==> config.mk <==
export PLATFORM = sky130hd
export DESIGN_NAME = sma_queue
export DESIGN_NICKNAME = d
export VERILOG_FILES = /design/src/rtl/core/sma_pkg.sv /design/src/rtl/core/sma_queue.sv
export SDC_FILE = /design/constraint.sdc
export NUM_CORES = 1
export LEC_CHECK = 0
export BUFFER_PORTS_ARGS = -buffer_cell sky130_fd_sc_hd__buf_2
export CAP_MARGIN = 20
export CORE_MARGIN = 1
export CORE_UTILIZATION = 55
export CTS_CLUSTER_DIAMETER = 150
export CTS_CLUSTER_SIZE = 16
export DETAILED_ROUTE_END_ITERATION = 16
export PLACE_DENSITY = 0.87
export SLEW_MARGIN = 30
export SYNTH_ARGS = -nofsm -noshare
export SYNTH_HDL_FRONTEND = slang
export SYNTH_SLANG_ARGS = --single-unit
==> constraint.sdc <==
create_clock -name i_clk -period 4 [get_ports i_clk]
set_input_delay 0.6 -clock i_clk [delete_from_list [all_inputs] [get_ports i_clk]]
set_output_delay 0.6 -clock i_clk [all_outputs]
set_load 0.1 [all_outputs]
==> src/rtl/core/sma_pkg.sv <==
// ----------------------------------------------------------------------------
// sma_pkg: shared types and constants of the moving average block
// Holds the field widths, the register map, the reset value of the window
// length and the state types of the front and back controllers.
// ----------------------------------------------------------------------------
`default_nettype none

package sma_pkg;

    // Field widths fixed by the interface.
    localparam int SAMPLE_W = 32;
    localparam int WLEN_W   = 9;

    // Default ring depth.
    localparam int WINDOW_MAX_DEF = 256;

    // Depth of the queue between the front and back parts.
    localparam int QUEUE_DEPTH = 2;

    // Configuration port.
    localparam int CFG_ADDR_W = 3;
    localparam int CFG_DATA_W = 32;

    // Register map (index = byte address / 4).
    localparam logic [0:0] REG_WINDOW_LENGTH = 1'b0;

    // Reset value of the window length register.
    localparam logic [WLEN_W-1:0] WLEN_RESET = 9'd20;

    // Front controller states.
    typedef enum logic [1:0] {
        F_IDLE,
        F_ADD,
        F_SUB,
        F_PUSH
    } t_front_state;

    // Back controller states.
    typedef enum logic [1:0] {
        B_IDLE,
        B_DIV,
        B_WRITE
    } t_back_state;

    // Queue status seen by both sides.
    typedef struct packed {
        logic full;
        logic empty;
    } t_queue_status;

endpackage

`default_nettype wire

==> src/rtl/core/sma_queue.sv <==
// ----------------------------------------------------------------------------
// sma_queue: short queue between the front and back parts
// A small register queue that lets the front push a finished sum while the
// back is still dividing the previous one.
// ----------------------------------------------------------------------------
`default_nettype none

module sma_queue #(
    parameter int DATA_W = sma_pkg::SAMPLE_W + 9,
    parameter int DEPTH  = sma_pkg::QUEUE_DEPTH
) (
    input  wire                          i_clk,
    input  wire                          i_rst_n,
    input  wire                          i_push,
    input  wire  [DATA_W-1:0]            i_data,
    input  wire                          i_pop,
    output logic [DATA_W-1:0]            o_data,
    output sma_pkg::t_queue_status       o_stat
);
    import sma_pkg::*;

    localparam int PTR_W = (DEPTH > 1) ? $clog2(DEPTH) : 1;
    localparam int CNT_W = $clog2(DEPTH + 1);

    logic [DATA_W-1:0] r_mem [DEPTH];
    logic [PTR_W-1:0]  r_wr, r_rd;
    logic [CNT_W-1:0]  r_cnt;

    // Storage.
    always_ff @(posedge i_clk) begin
        if (i_push) begin
            r_mem[r_wr] <= i_data;
        end
    end

    // Pointers and fill count.
    always_ff @(posedge i_clk) begin
        if (!i_rst_n) begin
            r_wr  <= '0;
            r_rd  <= '0;
            r_cnt <= '0;
        end else begin
            if (i_push) begin
                r_wr <= (r_wr == PTR_W'(DEPTH - 1)) ? '0 : r_wr + PTR_W'(1);
            end
            if (i_pop) begin
                r_rd <= (r_rd == PTR_W'(DEPTH - 1)) ? '0 : r_rd + PTR_W'(1);
            end
            if (i_push && !i_pop) begin
                r_cnt <= r_cnt + CNT_W'(1);
            end else if (i_pop && !i_push) begin
                r_cnt <= r_cnt - CNT_W'(1);
            end
        end
    end

    assign o_data       = r_mem[r_rd];
    assign o_stat.full  = (r_cnt == CNT_W'(DEPTH));
    assign o_stat.empty = (r_cnt == '0);

endmodule

`default_nettype wire

Word-level counts from Yosys, hierarchy flattened
Memories as Yosys holds them, arrays and structs flattened. A register that Yosys moved wholly into a read port is not among the register bits.
Index checks and enable logic that the tools add are counted.

storage, ports and cells
  register bits = 4
  bits in writable memories = 82
  output and inout bits = 43
  word-level logic and storage cells = 23
  memories = 1

cells by class
  $add $sub $neg = 4
  eq/ne operators = 1
  multiplexer cells = 8
  reduce and logical (&&, ||, !) cells = 6

memory list
  name   words  width  read ports  clocked after memory_dff  write ports  RTL line         text
  r_mem  2      41     1           1                         1            sma_queue.sv:25  logic [DATA_W-1:0] r_mem [DEPTH];

operator list
  operator                                                            number
  1-bit 2-to-1 mux                                                    6
  2-bit 2-to-1 mux                                                    2
  1-bit adder, second input constant                                  2
  2-bit by 1-bit adder with 2-bit output, second input constant       1
  2-bit equality test, second input constant                          1
  1-bit logical AND                                                   2
  1-bit logical NOT                                                   2
  2-bit logical NOT                                                   1
  2-bit nonzero test                                                  1
  2-bit by 1-bit subtractor with 2-bit output, second input constant  1

Longest topological paths before layout
  word-level depth = 4
  gate-level depth with buffers = 5
  mapped depth without buffers = 5

Least setup slack after synthesis
OpenSTA, ideal clock, no wires.

  kind = input to register
  start point = in i_push
  end point = mem r_mem[0][0] in the netlist's numbering (enable)
  setup time = 445 ps
  data arrival time = 2463 ps
  setup slack = 1092 ps
  stages on the path = 1
  buffers on the path = 0
  path through = nor2b_1

between the ends
  cells in the longest elaborated chain, start to end = 2

RTL lines
  element                                 RTL line         text
  start, declared                         sma_queue.sv:14  input wire i_push,
  1-bit 2-to-1 mux                        sma_queue.sv:31  if (i_push) begin
  1-bit 2-to-1 mux (implied by the code)  sma_queue.sv:32  r_mem[r_wr] <= i_data;
  end, declared                           sma_queue.sv:25

Every way passes these cells.

==> impl_metrics.tcl <==
set metrics [dict create \
    dp_hpwl_um 3190 \
    holdPathStages 1 \
    rows 27 \
    setup_tns_ns 0 \
    root_buffer "clkbuf_8" \
    arrival_ns 1.78 \
    die_h_um 77.9 \
    gp_congestion 0.719 \
    drv_cap 0 \
    crit_family "flip-flops" \
    reg2reg_depth 1 \
    vias_per_cell 5.17 \
    cts.clk_slew.worst_paths_ns 0.09 \
    netlist_instances 150 \
    yosysWarnings 0 \
    start_util 0.572 \
    num_vias 1658 \
    slew_viol_final 0 \
    die-area_um2 6070 \
    first_global_vias 1722 \
    cp_max_fo 41 \
    slew_headroom 0.630 \
    crit_type "flip-flop to primary output" \
    hold_path_class "primary input to flip-flop" \
    globalRouteOverflowTotal 0 \
    final_hold_viol_count 0 \
    drt-initial-drc-count 87 \
    ctsResizeCount 0 \
    n_antenna_cell 0 \
    syn_area_um2 3170 \
    htreeDepth 3 \
    syn_to_final_growth_pct 23.4 \
    power.leakage_nw 1.48 \
    layout-drive-gt1-share 0.586 \
    outcome "finished, final reports clean" \
    critPathBufInv 1 \
    cts_tree "built" \
    clk_latency_ns 0.34 \
    stdcell_area_um2 3910 \
    layout_commonest_cell "buf_2" \
    r2r_start "r_wr$_SDFFE_PN0P_" \
    irDropWorstVdd_uv 505 \
    cp_slowest_stage_delay_ns 0.72 \
    tightest_slew_ns 0.554 \
    placed_cell_area_um2 3690 \
    rr_endpoint "r_mem[1][3]$_DFFE_PP_" \
    power.density_nw_per_um2 571 \
    post_cts_buffers 0 \
    final_cell_mix "buf_2, edfxtp_1, mux2_2" \
    start_kind "flip-flop" \
    numClockSinks 87 \
    max_freq_ghz 0.420 \
    holdBufCountCts 0 \
    hold_end "r_mem[0][22]$_DFFE_PP_" \
    ant_nets 0 \
    pin_count 88 \
    synth_nets 196 \
    reg2reg_slack_ns 2.68 \
    drc 0 \
    ys_types 17 \
    io_buffer_count 87 \
    crit_path_end_kind "primary output" \
    fin_crit_ns 2.38 \
    setup_viol_count_final 0 \
    min_period_over_period 0.595 \
    crit_chain "mux2_2 -> buf_2" \
    critical-path-slowest-cell "dfxtp_4" \
    core_area_um2 5540 \
    min-delay-start "i_data[22]" \
    crit_required_ns 3.40 \
    worst_clock_skew_ns 0.00445 \
    synth_seq_area_share 0.809 \
    finish.net_count 290 \
    wl_um 5140 \
    antenna_found_initial 0 \
    ys_seq_elements 87 \
    chipWidth_um 77.9 \
    rsz0062_at_grt "false" \
    avgSynthCellArea_um2 21.1 \
    grt_max_degree 43 \
    grt_first_pass_wirelength_um 7810 \
    dr.pass1.iters 4 \
    wl_per_cell_um 16.0 \
    grt_usage 0.181 \
    total_power_mw 2.23 \
    cts_buffers 9 \
    clock_path_buffers 2 \
]
-- synthesized netlist by cell type, drive strengths merged --
cell type   n  area (um2)
ha          1        12.5
mux2       41         462
nor2b       2        12.5
a21boi      1        7.51
and2        4        25.0
buf         5        25.0
dfxtp       5         100
or3         1        6.26
nor2        1        3.75
inv         1        3.75
and2b       1        8.76
o21a        1        7.51
o21ai       1        5.00
edfxtp     82        2460
xnor2       1        8.76
xor2        2        17.5
-- report_power, final --
group	internal (mW)	switching [mW]
sequential	1.05	0.0289
combinational	0.0985	0.405
clock	0.352	0.297
total	1.50	0.731
-- per-stage QoR --
| step | instances | worst slack [ns] | utilization | hold slack (ns) |
|---|---|---|---|---|
| final | 321 | 1.62 | 0.706 | 0.440 |
| after global routing | 321 | 1.53 | 0.706 | 0.422 |
| after CTS | 321 | 1.27 | 0.705 | 0.422 |
| after detailed placement | 305 | 1.65 | 0.665 | 0.500 |
| after global placement | 305 | 1.66 | 0.665 | 0.482 |
| after floorplan | 150 | 1.09 | - | 0.466 |
-- cells by family (layout without fill, tap and decap cells) --
| logic type | Yosys count | after routing | synth area share |
|---|---|---|---|
| AOI/OAI and AO/OA | 3 | 3 | 0.00632 |
| xor gates and xnor gates | 3 | 3 | 0.00830 |
| adders and majority gates | 1 | 1 | 0.00395 |
| buffers and inverters | 6 | 105 | 0.00908 |
| DFF | 87 | 87 | 0.809 |
| muxes | 41 | 41 | 0.146 |
| and+or+nand+nor | 9 | 9 | 0.0178 |
-- how the worst max path moves through the flow --
stage / startpoint / to / cells after the start
2_1_floorplan: i_push / r_mem[0][0]$_DFFE_PP_ / 1
3_3_place_gp: flip-flop / o_data[15] / 2
3_5_place_dp: flip-flop / o_data[15] / 2
4_1_cts: flip-flop / o_data[20] / 2
5_1_grt: flip-flop / o_data[20] / 2
6_report: flip-flop / o_data[20] / 2
-- final cells by class --
cell class / count / area [um2]
Sequential cell: 87 / 2570
Fill cell: 377 / 1630
Multi-Input combinational cell: 57 / 587
Timing Repair Buffer: 88 / 443
Clock buffer: 9 / 124
Clock inverter: 7 / 96.3
Tap cell: 72 / 90.1
Inverter: 1 / 3.75
-- state kept, by name (all words and copies together) (netlist names), named ones only --
register / cells
r_cnt: 2
r_mem: 82
r_rd: 1
r_wr: 1
-- metal layers --
layer / vias up / GRT usage / part of all wire
met5: - / 0 / 0
li1: 773 / - / -
met1: 810 / 0.183 / 0.38
met4: 0 / 0.131 / 0.038
met2: 56 / 0.318 / 0.53
met3: 19 / 0.0518 / 0.047
(Power assumes the default switching activity.)
