$ cat src/rtl/core/sma_pkg.sv
// ----------------------------------------------------------------------------
// sma_pkg: shared types and constants of the moving average block
// Holds the field widths, the register map, the reset value of the window
// length and the state types of the front and back controllers.
// ----------------------------------------------------------------------------
`default_nettype none

package sma_pkg;

    // Field widths fixed by the interface.
    localparam int SAMPLE_W = 32;
    localparam int WLEN_W   = 9;

    // Default ring depth.
    localparam int WINDOW_MAX_DEF = 256;

    // Depth of the queue between the front and back parts.
    localparam int QUEUE_DEPTH = 2;

    // Configuration port.
    localparam int CFG_ADDR_W = 3;
    localparam int CFG_DATA_W = 32;

    // Register map (index = byte address / 4).
    localparam logic [0:0] REG_WINDOW_LENGTH = 1'b0;

    // Reset value of the window length register.
    localparam logic [WLEN_W-1:0] WLEN_RESET = 9'd20;

    // Front controller states.
    typedef enum logic [1:0] {
        F_IDLE,
        F_ADD,
        F_SUB,
        F_PUSH
    } t_front_state;

    // Back controller states.
    typedef enum logic [1:0] {
        B_IDLE,
        B_DIV,
        B_WRITE
    } t_back_state;

    // Queue status seen by both sides.
    typedef struct packed {
        logic full;
        logic empty;
    } t_queue_status;

endpackage

`default_nettype wire

$ cat src/rtl/core/sma_back.sv
// ----------------------------------------------------------------------------
// sma_back: serial divider and output register
// Takes a sum from the queue, divides its magnitude by the window length one
// quotient bit per cycle, restores the sign and holds the result beat.
// ----------------------------------------------------------------------------
`default_nettype none

module sma_back #(
    parameter int WINDOW_MAX = sma_pkg::WINDOW_MAX_DEF
) (
    input  wire                                                  i_clk,
    input  wire                                                  i_rst_n,
    input  wire  [$clog2(WINDOW_MAX+1)-1:0]                      i_len,
    // Fields from the lowest bit up: running sum, result valid flag.
    input  wire  [sma_pkg::SAMPLE_W+$clog2(WINDOW_MAX):0]        i_entry,
    input  sma_pkg::t_queue_status                               i_qstat,
    output logic                                                 o_pop,
    output logic                                                 o_valid,
    input  wire                                                  i_ready,
    output logic [sma_pkg::SAMPLE_W-1:0]                         o_average,
    output logic                                                 o_valid_res
);
    import sma_pkg::*;

    localparam int LEN_W = $clog2(WINDOW_MAX + 1);
    localparam int SUM_W = SAMPLE_W + $clog2(WINDOW_MAX);
    localparam int CNT_W = $clog2(SUM_W + 1);

    t_back_state r_state, n_state;

    logic [SUM_W-1:0]    r_quo, n_quo;
    logic [LEN_W-1:0]    r_rem, n_rem;
    logic [CNT_W-1:0]    r_cnt, n_cnt;
    logic                r_neg, n_neg;
    logic                r_vres, n_vres;
    logic                r_ovalid, n_ovalid;
    logic [SAMPLE_W-1:0] r_avg, n_avg;
    logic                r_ores, n_ores;

    logic [SUM_W-1:0] ent_sum;
    logic [LEN_W:0]   rem_sh;
    logic [LEN_W:0]   rem_sub;
    logic             rem_ge;

    assign ent_sum = i_entry[SUM_W-1:0];

    // One restoring division step.
    assign rem_sh  = {r_rem, r_quo[SUM_W-1]};
    assign rem_ge  = (rem_sh >= {1'b0, i_len});
    assign rem_sub = rem_sh - {1'b0, i_len};

    // Registers.
    always_ff @(posedge i_clk) begin
        if (!i_rst_n) begin
            r_state  <= B_IDLE;
            r_ovalid <= 1'b0;
        end else begin
            r_state  <= n_state;
            r_ovalid <= n_ovalid;
        end
        r_quo  <= n_quo;
        r_rem  <= n_rem;
        r_cnt  <= n_cnt;
        r_neg  <= n_neg;
        r_vres <= n_vres;
        r_avg  <= n_avg;
        r_ores <= n_ores;
    end

    // Next state, divider steps and output beat.
    always_comb begin
        n_state  = r_state;
        n_quo    = r_quo;
        n_rem    = r_rem;
        n_cnt    = r_cnt;
        n_neg    = r_neg;
        n_vres   = r_vres;
        n_avg    = r_avg;
        n_ores   = r_ores;
        n_ovalid = r_ovalid;
        o_pop    = 1'b0;

        // The held beat leaves when the consumer takes it.
        if (r_ovalid && i_ready) begin
            n_ovalid = 1'b0;
        end

        unique case (r_state)
            B_IDLE: begin
                if (!i_qstat.empty) begin
                    o_pop = 1'b1;
                    n_rem = '0;
                    n_cnt = CNT_W'(SUM_W);
                    if (i_entry[SUM_W]) begin
                        // Divide the magnitude; the sign comes back at the end.
                        n_neg   = ent_sum[SUM_W-1];
                        n_quo   = ent_sum[SUM_W-1] ? (~ent_sum + SUM_W'(1)) : ent_sum;
                        n_vres  = 1'b1;
                        n_state = B_DIV;
                    end else begin
                        // Warm-up result: zero, flagged not valid.
                        n_neg   = 1'b0;
                        n_quo   = '0;
                        n_vres  = 1'b0;
                        n_state = B_WRITE;
                    end
                end
            end
            B_DIV: begin
                n_rem = rem_ge ? rem_sub[LEN_W-1:0] : rem_sh[LEN_W-1:0];
                n_quo = {r_quo[SUM_W-2:0], rem_ge};
                n_cnt = r_cnt - CNT_W'(1);
                if (r_cnt == CNT_W'(1)) begin
                    n_state = B_WRITE;
                end
            end
            B_WRITE: begin
                if (!r_ovalid || i_ready) begin
                    n_avg    = r_neg ? (~r_quo[SAMPLE_W-1:0] + SAMPLE_W'(1))
                                     : r_quo[SAMPLE_W-1:0];
                    n_ores   = r_vres;
                    n_ovalid = 1'b1;
                    n_state  = B_IDLE;
                end
            end
            default: begin
                n_state = B_IDLE;
            end
        endcase
    end

    assign o_valid     = r_ovalid;
    assign o_average   = r_avg;
    assign o_valid_res = r_ores;

endmodule

`default_nettype wire

$ cat config.mk
export PLATFORM = sky130hd
export DESIGN_NAME = sma_back
export DESIGN_NICKNAME = d
export VERILOG_FILES = /design/src/rtl/core/sma_pkg.sv /design/src/rtl/core/sma_back.sv
export SDC_FILE = /design/constraint.sdc
export NUM_CORES = 1
export LEC_CHECK = 0
export BUFFER_PORTS_ARGS = -buffer_cell sky130_fd_sc_hd__clkbuf_2
export CELL_PAD_IN_SITES_DETAIL_PLACEMENT = 1
export CELL_PAD_IN_SITES_GLOBAL_PLACEMENT = 2
export CORE_MARGIN = 5
export CORE_UTILIZATION = 38
export CTS_BUF_LIST = sky130_fd_sc_hd__clkbuf_8
export DETAILED_ROUTE_END_ITERATION = 8
export PLACE_DENSITY = 0.81
export SLEW_MARGIN = 20
export SYNTH_ARGS = -nofsm -noshare
export SYNTH_HDL_FRONTEND = slang
export SYNTH_SLANG_ARGS = --single-unit
$ cat constraint.sdc
create_clock -name i_clk -period 4.14 [get_ports i_clk]
set_clock_uncertainty 0.15 [all_clocks]
set_input_delay 0.414 -clock i_clk [delete_from_list [all_inputs] [get_ports i_clk]]
set_output_delay 0.414 -clock i_clk [all_outputs]
set_load 0.005 [all_outputs]
Word-level counts from Yosys, hierarchy flattened
Index checks and enable logic that the tools add are counted.
{ "classes": {"n_addsub": 4, "multipliers": 0, "n_div": 0, "order_cmp": 1, "n_eq_ne": 6, "shift": 0, "n_mux": 21, "bitwise_logic": 3, "n_reduce_logical": 9} }
{ "ops": {"columns": ["cell", "count"], "rows": [
  ["$mux 40", 3],
  ["$pmux 40 s2", 1],
  ["$add 40x1->40 const B", 1],
  ["$not 40->40", 1],
  ["$add 32x1->32 const B", 1],
  ["$mux 32", 1],
  ["$not 32->32", 1],
  ["$mux 9", 2],
  ["$pmux 9 s2", 1],
  ["$pmux 6 s2", 1],
  ["$ge 10x9->1", 1],
  ["$sub 9x9->9", 1],
  ["$mux 2", 4],
  ["$eq 6x1->1 const B", 1],
  ["$mux 1", 6],
  ["$mux 6", 1],
  ["$ne 2x2->1 const B", 3],
  ["$pmux 2 s3", 1],
  ["$reduce_and 2->1", 3],
  ["$sub 6x1->6 const B", 1],
  ["$reduce_and 3->1", 1],
  ["$eq 2x1->1 const B", 1],
  ["$eq 2x2->1 const B", 1],
  ["$logic_not 2->1", 1],
  ["other kinds (5)", 5]
]} }
{ "word_totals": {"register_bits": 93, "latchBits": 0, "ramBits": 0, "mem_bits_ro": 0, "inputBits": 55, "out_inout_bits": 35, "elab_cells": 53, "mem_count": 0} }

Longest topological paths before layout
{ "logic_depth": {"depth_word": 6, "mapped_depth": 9, "mapped_depth_nobuf": 9} }

Worst setup path after synthesis
Ideal clock, no wire load.
{ "synth_path": {"path_kind": "reg-to-reg", "from": "register r_state[0]", "to": "register r_cnt[0], enable pin", "setup_time_ns": 0.486, "arrival_time_ns": 3.179, "t_required_ns": 3.504, "path_slack_ns": 0.325, "path_stages_with_launch": 3, "path_buffers": 0, "period_less_slack_ns": 3.815, "cell_sequence": "dfxtp_1 -> inv_1 -> a21oi_1"} }
{ "synth_between": {"elab_chain_len": 3, "elab_cells_between_ends": 5, "classes_between": "eq/ne: 2; reduce/logical: 3"} }
{ "synth_lines": {"columns": ["element", "line_no", "text"], "rows": [
  ["start: declaration", "sma_back.sv:29", "t_back_state r_state, n_state;"],
  ["start signal: assignment", "sma_back.sv:58", "r_state <= n_state;"],
  ["$eq 2x1->1 / $logic_not 2->1 (equally long branches)", "sma_back.sv:88", "unique case (r_state)"],
  ["$reduce_bool 2->1 (no line) / $ne 2x2->1 (equally long branches)", null, null],
  ["$reduce_and 2->1 (no line) (*)", null, null],
  ["end signal: assignment", "sma_back.sv:63", "r_cnt <= n_cnt;"],
  ["end: declaration", "sma_back.sv:33", "logic [CNT_W-1:0] r_cnt, n_cnt;"]
]} }
Mark *: on every way between the ends. The rest lies on a longest branch, timed or not.
A chain may end at the register's enable or synchronous reset.

Worst setup path in the final report
{ "layout_path": {"from": "register r_quo[39]", "to": "register r_rem[5], data pin"} }
{ "layout_between": {"elab_chain_len": 3, "elab_cells_between_ends": 4, "classes_between": "add/sub: 1; order compare: 1; mux: 2"} }
{ "layout_lines": {"columns": ["element", "line_no", "text"], "rows": [
  ["start: declaration", "sma_back.sv:31", "logic [SUM_W-1:0] r_quo, n_quo;"],
  ["start signal: assignment", "sma_back.sv:61", "r_quo <= n_quo;"],
  ["$sub 9x9->9 / $ge 10x9->1 (equally long branches)", "sma_back.sv:50, sma_back.sv:49", null],
  ["$mux 9 (*)", "sma_back.sv:110", "n_rem = rem_ge ? rem_sub[LEN_W-1:0] : rem_sh[LEN_W-1:0];"],
  ["$pmux 9 s2 (*)", "sma_back.sv:88", null],
  ["end signal: assignment", "sma_back.sv:62", "r_rem <= n_rem;"],
  ["end: declaration", "sma_back.sv:32", "logic [LEN_W-1:0] r_rem, n_rem;"]
]} }
Marks and branches as above.

==> impl_metrics.py <==
metrics = {
    "outcome": {
        "status": "complete, no violations",
    },
    "finish": {
        "diodes": 0,
        "nNetsFinal": 704,
        "final_cell_mix": "edfxtp_1 (90), clkbuf_2 (88), nand2_1 (46)",
        "layout_commonest_cell": "edfxtp_1",
        "fin_area_um2": 6579,
        "area_growth_pct": 14.33,
        "layout-drive-gt1-share_pct": 18.81,
    },
    "die": {
        "dieArea_um2": 17700,
        "core_um2": 15030,
        "io_pins": 90,
        "rows": 45,
        "die_w_um": 133.1,
        "die_h_um": 133.1,
        "initial_utilization_pct": 38.28,
    },
    "logic_synthesis": {
        "syn_nets": 629,
        "yosysTopAreaCell": "edfxtp_1",
        "yosys_warnings": 0,
        "synthCells": 560,
        "synthXorXnorAreaFrac_pct": 8.219,
        "synthArstFlopShare_pct": 0,
        "synth_edf_count": 90,
        "synth-compound-area-share_pct": 16.26,
        "ys_top_cells_by_area": "edfxtp_1 (47%), xnor2_1 (5.0%), xor2_1 (3.2%)",
        "synthFlopType": "edfxtp_1",
        "synthAdderAreaFrac_pct": 3.175,
        "synthSimpleGateAreaFrac_pct": 19.66,
        "avgSynthCellArea_um2": 10.28,
        "yosysSeqAreaShare_pct": 48.01,
        "yosysTopAreaCellShare_pct": 46.97,
        "synthMuxAreaShare_pct": 0.6958,
        "synth-seq-cells": 93,
        "synth_area_um2": 5754,
        "synth_top_family_by_area": "simple AND/OR/NAND/NOR gates",
        "synth.distinct_cells": 56,
    },
    "global_routing": {
        "grt_overflow": 0,
        "grt_max_degree": 56,
        "grt_pass1_wl_mm": 25.66,
        "grt.total_usage_pct": 17.84,
        "first_global_vias": 4809,
        "antenna_found_initial": 0,
    },
    "timing": {
        "slew_headroom_pct": 26.45,
        "fin_crit_sh_pct": 71.69,
        "rsz0062_at_grt": "no",
        "fin_crit_ns": 2.968,
        "fmax_ghz": 0.3369,
        "setup_viol": 0,
        "finalMaxSlewViolations": 0,
        "hold_violations": 0,
        "fin_tns_setup_ns": 0,
        "worst_slew_pin_slew_ns": 1.094,
        "whs_ns": 0.1278,
    },
    "detailed_routing": {
        "routedWlPerCell_um": 19.23,
        "dr.pass1.iters": 4,
        "drc": 0,
        "drt-initial-drc-count": 247,
        "via_per_inst": 5.849,
        "drt_wl_total_mm": 15.88,
        "drt.antenna.violating_nets": 0,
        "vias": 4831,
    },
    "critical_path": {
        "crit_cells": 9,
        "cp_data_arrival_time_ns": 3.01,
        "cp_num_buf_inv": 2,
        "worstRegToRegCells": 9,
        "crit_required_ns": 4.19,
        "rrSetupSlack_ns": 1.17,
        "critPathMaxFanout": 8,
        "path_cells": "inv_1, ha_1, inv_1, fa_1, nand3_1, a21oi_1, o31ai_1, nand3_1, a21oi_1",
        "start_kind": "register",
        "critPathSlowestCell": "o31ai_1",
        "endpoint_kind": "register",
        "path_delay_family": "compound AO/OA/AOI/OAI gates",
        "critical_path.max_stage_delay_ns": 0.92,
        "criticalPathCategory": "register to register",
    },
    "clocking": {
        "cts-resized-gates": 0,
        "htreeDepth": 3,
        "clockBufferDepth": 2,
        "cts_hold_buf": 0,
        "root_buffer": "clkbuf_8",
        "cts_tree": "done",
        "cts_setup_buffers": 0,
        "clock-sinks": 93,
        "path_clk_slew_ns": 0.09,
        "insertion_delay_ns": 0.37,
        "numCtsBuffers": 9,
    },
    "place": {
        "gp_congestion": 0.8682,
        "dpl_cell_area_um2": 6352,
        "place_hpwl_mm": 11.67,
        "portBuffers": 88,
    },
    "run": {
        "cap_violations": 0,
    },
    "power": {
        "leakage_uw": 0.002367,
        "power.density_nw_per_um2": 376.4,
        "max-vdd-ir-drop_mv": 0.1633,
    },
    "worst_hold_path": {
        "hold_depth": 2,
        "min_path_type": "input pin to register",
    },
}
synthesized netlist by cell type (3+ instances only):
cell type   n
o31ai_1    18
o211ai_1    3
buf_6       4
nand2_1    46
nor4_2      3
a22oi_1     5
a211oi_1    3
a21boi_0    3
o41ai_1    12
o21ai_1     9
mux2i_1     4
nand3b_1    5
nor2_1     28
o21ai_0    30
xor2_1     21
and3_1      5
clkbuf_1   25
xnor2_1    33
or4_1      11
or3_1      23
a21oi_1    22
o22ai_1     5
nand3_1    25
nor3_1     21
dfxtp_1     3
inv_1      19
a32o_1      4
ha_1       13
nand2b_1   10
a32oi_1     3
nand4_1    13
edfxtp_1   90
nor4_1      7
o311ai_0    4
path summary, 6_finish.rpt:
kind | from | end
hold reg to reg | r_vres | o_valid_res
hold / removal | i_rst_n | r_state[1]
setup / recovery | r_quo[39] | r_rem[5]
setup reg to reg | r_quo[39] | r_rem[5]
where the power goes:
group          switching [µW]  total [µW]  leakage [µW]  internal, µW
clock                     324         718      0.000117           394
combinational             303         503       0.00135           200
sequential               86.5        1260      0.000901          1170
total                     713        2480       0.00237          1760
layer usage:
layer / wire (µm) / track usage, % / vias up / share of wire, %
li1: - / - / 2304 / -
met1: 7678 / 25.11 / 2420 / 48
met2: 7431 / 28.44 / 94 / 47
met3: 575 / 2.586 / 13 / 3.6
met4: 199 / 5.543 / 0 / 1.3
met5: 0 / 0 / - / 0
flip-flops by register name, summed over array words and instances (netlist names):
register and flops:
r_cnt 6, o_valid_res 1, r_state 2, r_quo 40, o_average 32, o_valid 1
r_vres 1, r_neg 1, r_rem 9
stage by stage:
| step | worst slack (ns) | utilization [%] | std cells | power, µW |
|---|---|---|---|---|
| 4_1_cts | 1.211 | 43.76 | 826 | 2495 |
| 6_report | 1.172 | 43.76 | 826 | 2476 |
| 5_1_grt | 0.9013 | 43.76 | 826 | 2594 |
| 2_1_floorplan | 0.3254 | - | 560 | 1582 |
| 3_3_place_gp | 0.9407 | 42.24 | 812 | 1755 |
| 3_5_place_dp | 0.8672 | 42.26 | 812 | 1781 |
final cells by class:
class,instances,area (µm²)
well taps,188,235.2
inverters,20,75.07
fillers,1755,8454
clock buffers,9,123.9
flip-flops and latches,93,2763
repair buffers,96,500.5
clock inverters,5,102.6
multi-input cells,415,2779
kinds of logic after synthesis:
group / after synthesis
adders and majority gates: 14
DFF: 93
AOI/OAI and AO/OA: 137
buffers and inverters: 52
and+or+nand+nor: 206
muxes: 4
xor gates and xnor gates: 54
Power figures use the tool's default switching activity.
